### src/sv/background_diff_morph_mask_top_macros.svh
// assertion macros used by the mask pipeline cell module
// expects clk and rst in the scope where a macro is used
`ifndef BACKGROUND_DIFF_MORPH_MASK_TOP_MACROS_SVH
`define BACKGROUND_DIFF_MORPH_MASK_TOP_MACROS_SVH

// property checked on every clock outside reset
`define BDM_ASSERT(name, prop, msg) \
  name: assert property (@(posedge clk) disable iff (rst) prop) \
    else $error(msg);

// condition in one cycle implies result in the next
`define BDM_ASSERT_NEXT(name, cond, res, msg) \
  name: assert property (@(posedge clk) disable iff (rst) (cond) |=> (res)) \
    else $error(msg);

`endif

### src/sv/bdm_pkg.sv
// shared types, register codes and defaults for the background difference mask
// no dependencies
`default_nettype none

package bdm_pkg;

  localparam int MAX_WIDTH_DEF   = 2048;
  localparam int MAX_HEIGHT_DEF  = 4096;
  localparam int KERNEL_SIZE_DEF = 7;

  localparam int ADDR_W = 5;

  typedef enum logic [2:0] {
    REG_THRESH = 3'd0,
    REG_CENTER = 3'd1,
    REG_MARGIN = 3'd2,
    REG_WIDTH  = 3'd3,
    REG_HEIGHT = 3'd4
  } reg_idx_t;

  typedef struct packed {
    logic       op;
    logic [7:0] gray_pixel;
    logic [7:0] background_pixel;
  } pix_t;

  typedef struct packed {
    logic        foreground;
    logic [10:0] mask_col;
    logic [11:0] mask_row;
    logic        frame_last;
  } mask_t;

  typedef struct packed {
    logic [7:0]         diff_threshold;
    logic signed [12:0] band_center_row;
    logic [11:0]        band_margin_rows;
    logic [11:0]        frame_width;
    logic [12:0]        frame_height;
  } cfg_t;

  // one tick handed between cells
  typedef struct packed {
    logic strobe;
    logic act;
    logic bit_v;
    logic last;
  } ctl_t;

endpackage

`default_nettype wire

### src/sv/bdm_front.sv
// front end: frame tracking, threshold and row band, first cell input
// depends on bdm_pkg
`default_nettype none

module bdm_front import bdm_pkg::*; #(
  parameter int MAX_WIDTH   = MAX_WIDTH_DEF,
  parameter int MAX_HEIGHT  = MAX_HEIGHT_DEF,
  parameter int KERNEL_SIZE = KERNEL_SIZE_DEF
) (
  input  wire logic                              clk,
  input  wire logic                              rst,
  input  wire logic                              en,
  input  wire logic                              pix_take,
  input  wire pix_t                              pix,
  input  wire cfg_t                              cfg,
  output ctl_t                                   ctl,
  output logic [$clog2(MAX_WIDTH+1)-1:0]         w,
  output logic [$clog2(MAX_HEIGHT+1)-1:0]        h
);

  localparam int R  = KERNEL_SIZE / 2;
  localparam int CW = $clog2(MAX_WIDTH);
  localparam int WW = $clog2(MAX_WIDTH + 1);
  localparam int HW = $clog2(MAX_HEIGHT + 1);
  localparam int RW = $clog2(MAX_HEIGHT + 4 * R + 2);
  localparam int TW = $clog2(MAX_WIDTH * (MAX_HEIGHT + 4 * R) + 4 * R + 1);

  logic          active;
  logic [TW-1:0] tick;
  logic [TW-1:0] lt;
  logic [WW-1:0] lw;
  logic [HW-1:0] lh;
  logic [RW-1:0] frow;
  logic [CW-1:0] fcol;

  logic [WW-1:0] ws;
  logic [HW-1:0] hs;
  logic [TW-1:0] ts;
  logic [WW-1:0] cur_w;
  logic [HW-1:0] cur_h;
  logic [TW-1:0] cur_t;
  logic          take;
  logic          last;
  logic [7:0]    diff;
  logic          fg;
  logic          band_on;
  logic signed [15:0] c16, m16, r16;
  logic          bit_v;

  always_comb begin
    if (cfg.frame_width == '0) begin
      ws = WW'(1);
    end else if (32'(cfg.frame_width) > MAX_WIDTH) begin
      ws = WW'(MAX_WIDTH);
    end else begin
      ws = WW'(cfg.frame_width);
    end
    if (cfg.frame_height == '0) begin
      hs = HW'(1);
    end else if (32'(cfg.frame_height) > MAX_HEIGHT) begin
      hs = HW'(MAX_HEIGHT);
    end else begin
      hs = HW'(cfg.frame_height);
    end
    ts = TW'(32'(ws) * (32'(hs) + 32'(4 * R)) + 32'(4 * R));
    cur_w = active ? lw : ws;
    cur_h = active ? lh : hs;
    cur_t = active ? lt : ts;
    take  = pix_take && !(pix.op && (32'(frow) < 32'(cur_h)));
    last  = (tick == cur_t - TW'(1));
    diff  = (pix.gray_pixel > pix.background_pixel) ?
            pix.gray_pixel - pix.background_pixel :
            pix.background_pixel - pix.gray_pixel;
    fg    = diff > cfg.diff_threshold;
    c16   = 16'(cfg.band_center_row);
    m16   = $signed({4'b0000, cfg.band_margin_rows});
    r16   = $signed(16'(frow));
    band_on = !cfg.band_center_row[12] && (cfg.band_margin_rows != '0);
    bit_v = fg && !(band_on && ((r16 < c16 - m16) || (r16 >= c16 + m16)));
  end

  always_ff @(posedge clk) begin
    if (rst) begin
      active <= 1'b0;
      tick   <= '0;
      frow   <= '0;
      fcol   <= '0;
      ctl    <= '0;
    end else if (en) begin
      ctl.strobe <= take;
      ctl.act    <= 1'b1;
      ctl.bit_v  <= bit_v;
      ctl.last   <= last;
      if (take) begin
        if (last) begin
          active <= 1'b0;
          tick   <= '0;
          frow   <= '0;
          fcol   <= '0;
        end else begin
          active <= 1'b1;
          tick   <= tick + TW'(1);
          if (32'(fcol) + 1 == 32'(cur_w)) begin
            fcol <= '0;
            frow <= frow + RW'(1);
          end else begin
            fcol <= fcol + CW'(1);
          end
        end
      end
    end
  end

  always_ff @(posedge clk) begin
    if (take && !active) begin
      lw <= ws;
      lh <= hs;
      lt <= ts;
    end
    if (en) begin
      w <= cur_w;
      h <= cur_h;
    end
  end

endmodule

`default_nettype wire

### config.mk
export PLATFORM = sky130hd
export DESIGN_NAME = bdm_front
export DESIGN_NICKNAME = d
export VERILOG_FILES = /design/src/sv/background_diff_morph_mask_top_macros.svh /design/src/sv/bdm_pkg.sv /design/src/sv/bdm_front.sv
export SDC_FILE = /design/constraint.sdc
export NUM_CORES = 1
export LEC_CHECK = 0
export BUFFER_PORTS_ARGS = -buffer_cell sky130_fd_sc_hd__buf_2
export CELL_PAD_IN_SITES_DETAIL_PLACEMENT = 1
export CELL_PAD_IN_SITES_GLOBAL_PLACEMENT = 2
export CORE_MARGIN = 3
export CORE_UTILIZATION = 42
export DETAILED_ROUTE_END_ITERATION = 7
export PLACE_DENSITY = 0.95
export SLEW_MARGIN = 40
export SYNTH_ARGS = -nofsm -noshare
export SYNTH_HDL_FRONTEND = slang
export SYNTH_SLANG_ARGS = --single-unit
### constraint.sdc
create_clock -name clk -period 30.5 [get_ports clk]
set_input_delay 6.1 -clock clk [delete_from_list [all_inputs] [get_ports clk]]
set_output_delay 6.1 -clock clk [all_outputs]
set_load 0.005 [all_outputs]
==> results of run 1 <==
==> stage by stage <==
stage	cell area [sq um]	power, mW	util, %	std cells	worst slack (ns)
after floorplan	15500	0.633	-	1804	16.37
after global placement	16400	0.765	45.5	2313	14.88
after detailed placement	16400	0.790	45.6	2313	14.68
after CTS	17000	1.01	47.3	2345	15.05
after global routing	17000	1.08	47.3	2345	14.77
final	17000	1.01	47.3	2345	15.25
==> flip-flops by register name, indices dropped and copies added, names as in the netlist, 11 cells and up <==
signal	count
fcol	11
frow	13
h	13
lh	13
lt	24
lw	12
tick	24
w	12
==> layout by cell type (no fill, tap or decap), types with 52 or more instances in the layout <==
| master | synthesis | layout |
|---|---|---|
| a21oi_1 | 67 | 67 |
| buf_2 | 12 | 107 |
| dfxtp_1 | 53 | 52 |
| edfxtp_1 | 74 | 74 |
| fa_1 | 125 | 125 |
| ha_1 | 155 | 155 |
| inv_1 | 262 | 262 |
| nand2_1 | 163 | 163 |
| nor2_1 | 186 | 185 |
| o21ai_0 | 54 | 53 |
| xnor2_1 | 79 | 77 |
==> final timing paths <==
kind	from	endpoint	slack [ns]	depth (start not counted)
min reg2reg	ctl[2]$_SDFFE_PP0P_	ctl[2]$_SDFFE_PP0P_	0.47	2
max reg2reg	active$_SDFFE_PP0P_	frow[4]$_SDFFE_PP0P_	25.30	15
max	cfg[12]	frow[4]$_SDFFE_PP0P_	15.25	30
min	ctl[2]$_SDFFE_PP0P_	ctl[2]$_SDFFE_PP0P_	0.47	2
==> critical path, delay by kind of cell <==
family,cells,cell delay [ns]
adders and majority gates,7,3.05
buffers and inverters,5,0.41
xor gates and xnor gates,1,0.19
AOI/OAI and AO/OA,5,1.82
and+or+nand+nor,12,4.01
==> cells by family (layout without fill, tap and decap cells) <==
family / after synthesis / count (layout) / synth area share, %
AO/OA/AOI/OAI: 316 / 316 / 14.2
other: 2 / 10 / 0.0486
XOR/XNOR: 125 / 125 / 7.27
multiplexers: 24 / 24 / 1.59
flip-flops: 127 / 127 / 21.3
AND/OR/NAND/NOR: 594 / 594 / 18.6
adder cells (fa/ha/maj): 281 / 281 / 28.8
buffers and inverters: 327 / 407 / 8.21
==> report_power, final <==
part | internal (mW) | switching, mW | total, mW | leakage (nW)
clock | 0.123 | 0.0898 | 0.213 | 0.292
combinational | 0.219 | 0.361 | 0.580 | 6.43
sequential | 0.207 | 0.00769 | 0.214 | 1.15
total | 0.549 | 0.458 | 1.01 | 7.87
==> final cells by class <==
| cell class | instances | area, sq um | share of cell area, % |
|---|---|---|---|
| multi-input combinational | 1350 | 11000 | 64.6 |
| timing repair buffer | 111 | 569 | 3.35 |
| clock buffer | 17 | 425 | 2.50 |
| inverter | 264 | 991 | 5.83 |
| sequential | 127 | 3290 | 19.3 |
| tap | 461 | 577 | 3.39 |
| clock inverter | 15 | 173 | 1.02 |
==> per-layer routing <==
| metal | routed length, microns | part of all wire, % |
|---|---|---|
| met1 | 20200 | 44 |
| met2 | 23000 | 50 |
| met3 | 1870 | 4.0 |
| met4 | 1300 | 2.8 |
| met5 | 0 | 0 |
==> metrics.cfg, run 1 <==
[outcome]
outcome = complete, no violations

[logic_synthesis]
yosys-top-cells-area = fa_1 (16%), edfxtp_1 (14%), ha_1 (13%)
synth_edf_count = 74
yosysWarnings = 0
synthTopCellsByCount = inv_1 (262), nor2_1 (186), nand2_1 (163)
syn_area_per_cell_sq_um = 8.60
ys_types = 94
synthArstFlopShare_pct = 0
synth_top_area_cell = fa_1
synthCells = 1796
synth.most_common_cell = inv_1
yosysSeqAreaShare_pct = 21.3
synth_seq_cells = 127
yosysTopAreaCellShare_pct = 16.2
synth_area_sq_mm = 0.0154
synth_flop_cell = edfxtp_1

[routing]
final_antenna_net_count = 0
drcViolationCount = 0
num_vias = 13200
dr.pass1.iters = 5
drtIter0Drc = 702
via_per_inst = 5.63
routedWlPerCell_microns = 19.8
wirelength_mm = 46.4

[clocking]
cts_buffer_depth = 2
cts_buffers = 17
postCtsHoldBufs = 0
clkTransAtPathRegs_ns = 0.06
cts.htree.levels = 4
clock-sinks = 127
cts_setup_buffers = 0
cts_tree = built
clock-root-buffer = clkbuf_16
clk-insertion-delay-late_ns = 0.44
cts_resized = 0

[die]
top_level_ports = 108
rows = 69
die-area_sq_mm = 0.0391
dieHeight_microns = 198
initial_utilization_pct = 43.0
die_w_microns = 198
core-area_sq_mm = 0.0359

[worst_setup_path]
crit_type = in -> reg
cp.required_ns = 30.87
worst_path_largest_cell_delay_ns = 0.59
critPathLaunchType = input port
cpMaxStageDelayCell = or4_1
crit_fanout = 18
crit_arrival_ns = 15.61
endpoint_kind = register

[global_routing]
use_met3_pct = 2.35
grt-ovfl-total = 0
grtUsageTotal_pct = 23.7
top_usage_layer = met2
grt_max_degree = 78
gr-usage-met1_pct = 30.6
antenna_found_initial = 0
use_met2_pct = 41.9
first_global_vias = 14000
grt_pass1_wl_mm = 73.9

[placement]
gp_congestion = 0.832
numPortBuffers = 107
place_hpwl_mm = 36.7

[sta]
worstMarginPinSlew_ns = 0.901
finalCritPeriodShare_pct = 50.0
finalClockSkew_ns = 0.0121
setup-violations-final = 0
final_max_slew_viol_count = 0
finalSetupTns_ns = 0
finalHoldViolations = 0
rsz0062_at_grt = false
holdWs_ns = 0.472
fmax_mhz = 65.6
slew_headroom_pct = 39.4
min_period_ns = 15.25

[min_path]
hold_class = reg -> reg

[cells_and_area]
drive_gt1_share_pct = 10.4
nets = 2230
fill_cells = 4329
area_growth_pct = 10.1
diodes = 0

[pwr]
p_leak_nw = 7.87
max-vdd-ir-drop_mv = 0.0402
power_density_mw_per_mm2 = 59.2

[job]
cap_violations = 0

Note: power is estimated with default switching activity, not from simulation.
==> run 2: changes to the inputs <==
Settings changed: CORE_UTILIZATION 42 to 39, PLACE_DENSITY 0.95 to 0.93.
Clock period 30.5 ns to 15.5 ns, I/O delays scaled along.
==> run 2 against run 1 <==
  * Global-route usage down 1.8 points
  * Clock skew about the same
  * Critical path depth unchanged
  * Die area up 7.5%
  * Cell count up 2.6%
  * Count of clock-buffer cells in the layout unchanged
  * Total power up 94%
  * Design area up 0.24%
  * Utilization down 3.6 points
  * Largest power group unchanged
==> metrics.cfg, run 2 (synthesis results as in run 1) <==
[outcome]
outcome = complete, no violations

[routing]
num_vias = 13200
final_antenna_net_count = 0
routedWlPerCell_microns = 19.1
dr.pass1.iters = 5
wirelength_mm = 45.8
via_per_inst = 5.50
drtIter0Drc = 781
drcViolationCount = 0

[worst_setup_path]
critPathLaunchType = input port
crit_arrival_ns = 12.53
crit_fanout = 18
cpMaxStageDelayCell = or4b_1
worst_path_largest_cell_delay_ns = 0.61
endpoint_kind = register
cp.required_ns = 15.81
crit_type = in -> reg

[global_routing]
grt-ovfl-total = 0
grtUsageTotal_pct = 22.0
use_met3_pct = 2.72
antenna_found_initial = 1
use_met2_pct = 37.6
grt_max_degree = 52
grt_pass1_wl_mm = 73.7
first_global_vias = 13800
gr-usage-met1_pct = 28.5
top_usage_layer = met2

[job]
cap_violations = 0

[cells_and_area]
post-route-util_pct = 43.8
final_cells = 2405
seq_area_sq_mm = 0.00328
nets = 2232
final_cell_mix = inv_1 (262), nor2_1 (185), nand2_1 (163), ha_1 (155), fa_1 (125)
reg.largest.list = lt: 24 flops, tick: 24 flops
final_common_cell = inv_1
multi_input_area_sq_mm = 0.0110
fill_cells = 4683
drive_gt1_share_pct = 10.6
stdcell_area_sq_mm = 0.0170
area_growth_pct = 10.3

[clocking]
cts_buffers = 17
clock-sinks = 127
cts_tree = built
cts_resized = 0
clock-root-buffer = clkbuf_16
clkTransAtPathRegs_ns = 0.06
cts.htree.levels = 4
cts_buffer_depth = 2
cts_setup_buffers = 0
clk-insertion-delay-late_ns = 0.43
postCtsHoldBufs = 0

[pwr]
power_density_mw_per_mm2 = 115
max-vdd-ir-drop_mv = 0.0765
p_leak_nw = 7.86

[sta]
fmax_mhz = 81.8
finalCritPeriodShare_pct = 78.8
slew_headroom_pct = 41.9
final_max_slew_viol_count = 0
worstMarginPinSlew_ns = 0.870
finalSetupTns_ns = 0
min_period_ns = 12.22
finalClockSkew_ns = 0.0122
rsz0062_at_grt = false
setup-violations-final = 0
finalHoldViolations = 0

[die]
dieHeight_microns = 205
die_w_microns = 205
top_level_ports = 108
core-area_sq_mm = 0.0389
die-area_sq_mm = 0.0420
initial_utilization_pct = 39.7
rows = 72

[placement]
place_hpwl_mm = 36.3
gp_congestion = 0.840
dpl_cell_area_sq_mm = 0.0165
numPortBuffers = 107
post-place-cells = 2372

[min_path]
hold_class = reg -> reg

-- run 2: final timing paths --
path	start	end	slack [ns]	cells past startpoint
worst max-delay path	cfg[12]	fcol[10]$_SDFFE_PP0P_	3.28	30
worst min-delay path	ctl[2]$_SDFFE_PP0P_	ctl[2]$_SDFFE_PP0P_	0.46	2
worst max register to register	active$_SDFFE_PP0P_	fcol[10]$_SDFFE_PP0P_	10.04	12
worst min register to register	ctl[2]$_SDFFE_PP0P_	ctl[2]$_SDFFE_PP0P_	0.46	2
-- run 2: cell type report --
| class | instances | share of cell area, % |
|---|---|---|
| inverter | 264 | 5.81 |
| antenna | 1 | 0.0147 |
| timing repair buffer | 113 | 3.41 |
| tap | 518 | 3.80 |
| clock inverter | 15 | 0.741 |
| multi-input combinational | 1350 | 64.5 |
| clock buffer | 17 | 2.50 |
| sequential | 127 | 19.3 |
-- run 2: where the power goes --
group / internal, mW / leakage (nW) / switching [mW]
registers: 0.406 / 1.15 / 0.0145
logic: 0.432 / 6.44 / 0.714
clock network: 0.209 / 0.269 / 0.176
total: 1.05 / 7.86 / 0.905
-- run 2: layer usage --
| metal | up-vias | wire, microns | share of wire, % |
|---|---|---|---|
| li1 | 6190 | - | - |
| met1 | 6608 | 20200 | 44 |
| met2 | 338 | 22400 | 49 |
| met3 | 83 | 1860 | 4.1 |
| met4 | 0 | 1350 | 2.9 |
| met5 | - | 0 | 0 |
-- run 2: critical path: cells and delay by family --
family / cells / cell delay, ns
fa+ha+maj: 7 / 3.05
xor+xnor: 1 / 0.20
compound gates: 4 / 1.73
simple gates: 13 / 4.04
buf+inv: 5 / 0.40
-- run 2: metrics by stage --
stage / power, mW / hold WS, ns / worst slack [ns]
floorplan: 1.25 / 0.456 / 4.37
global placement: 1.51 / 0.440 / 2.97
detailed placement: 1.55 / 0.452 / 2.74
CTS: 1.94 / 0.468 / 3.16
global route: 2.10 / 0.523 / 2.77
finish: 1.95 / 0.462 / 3.28
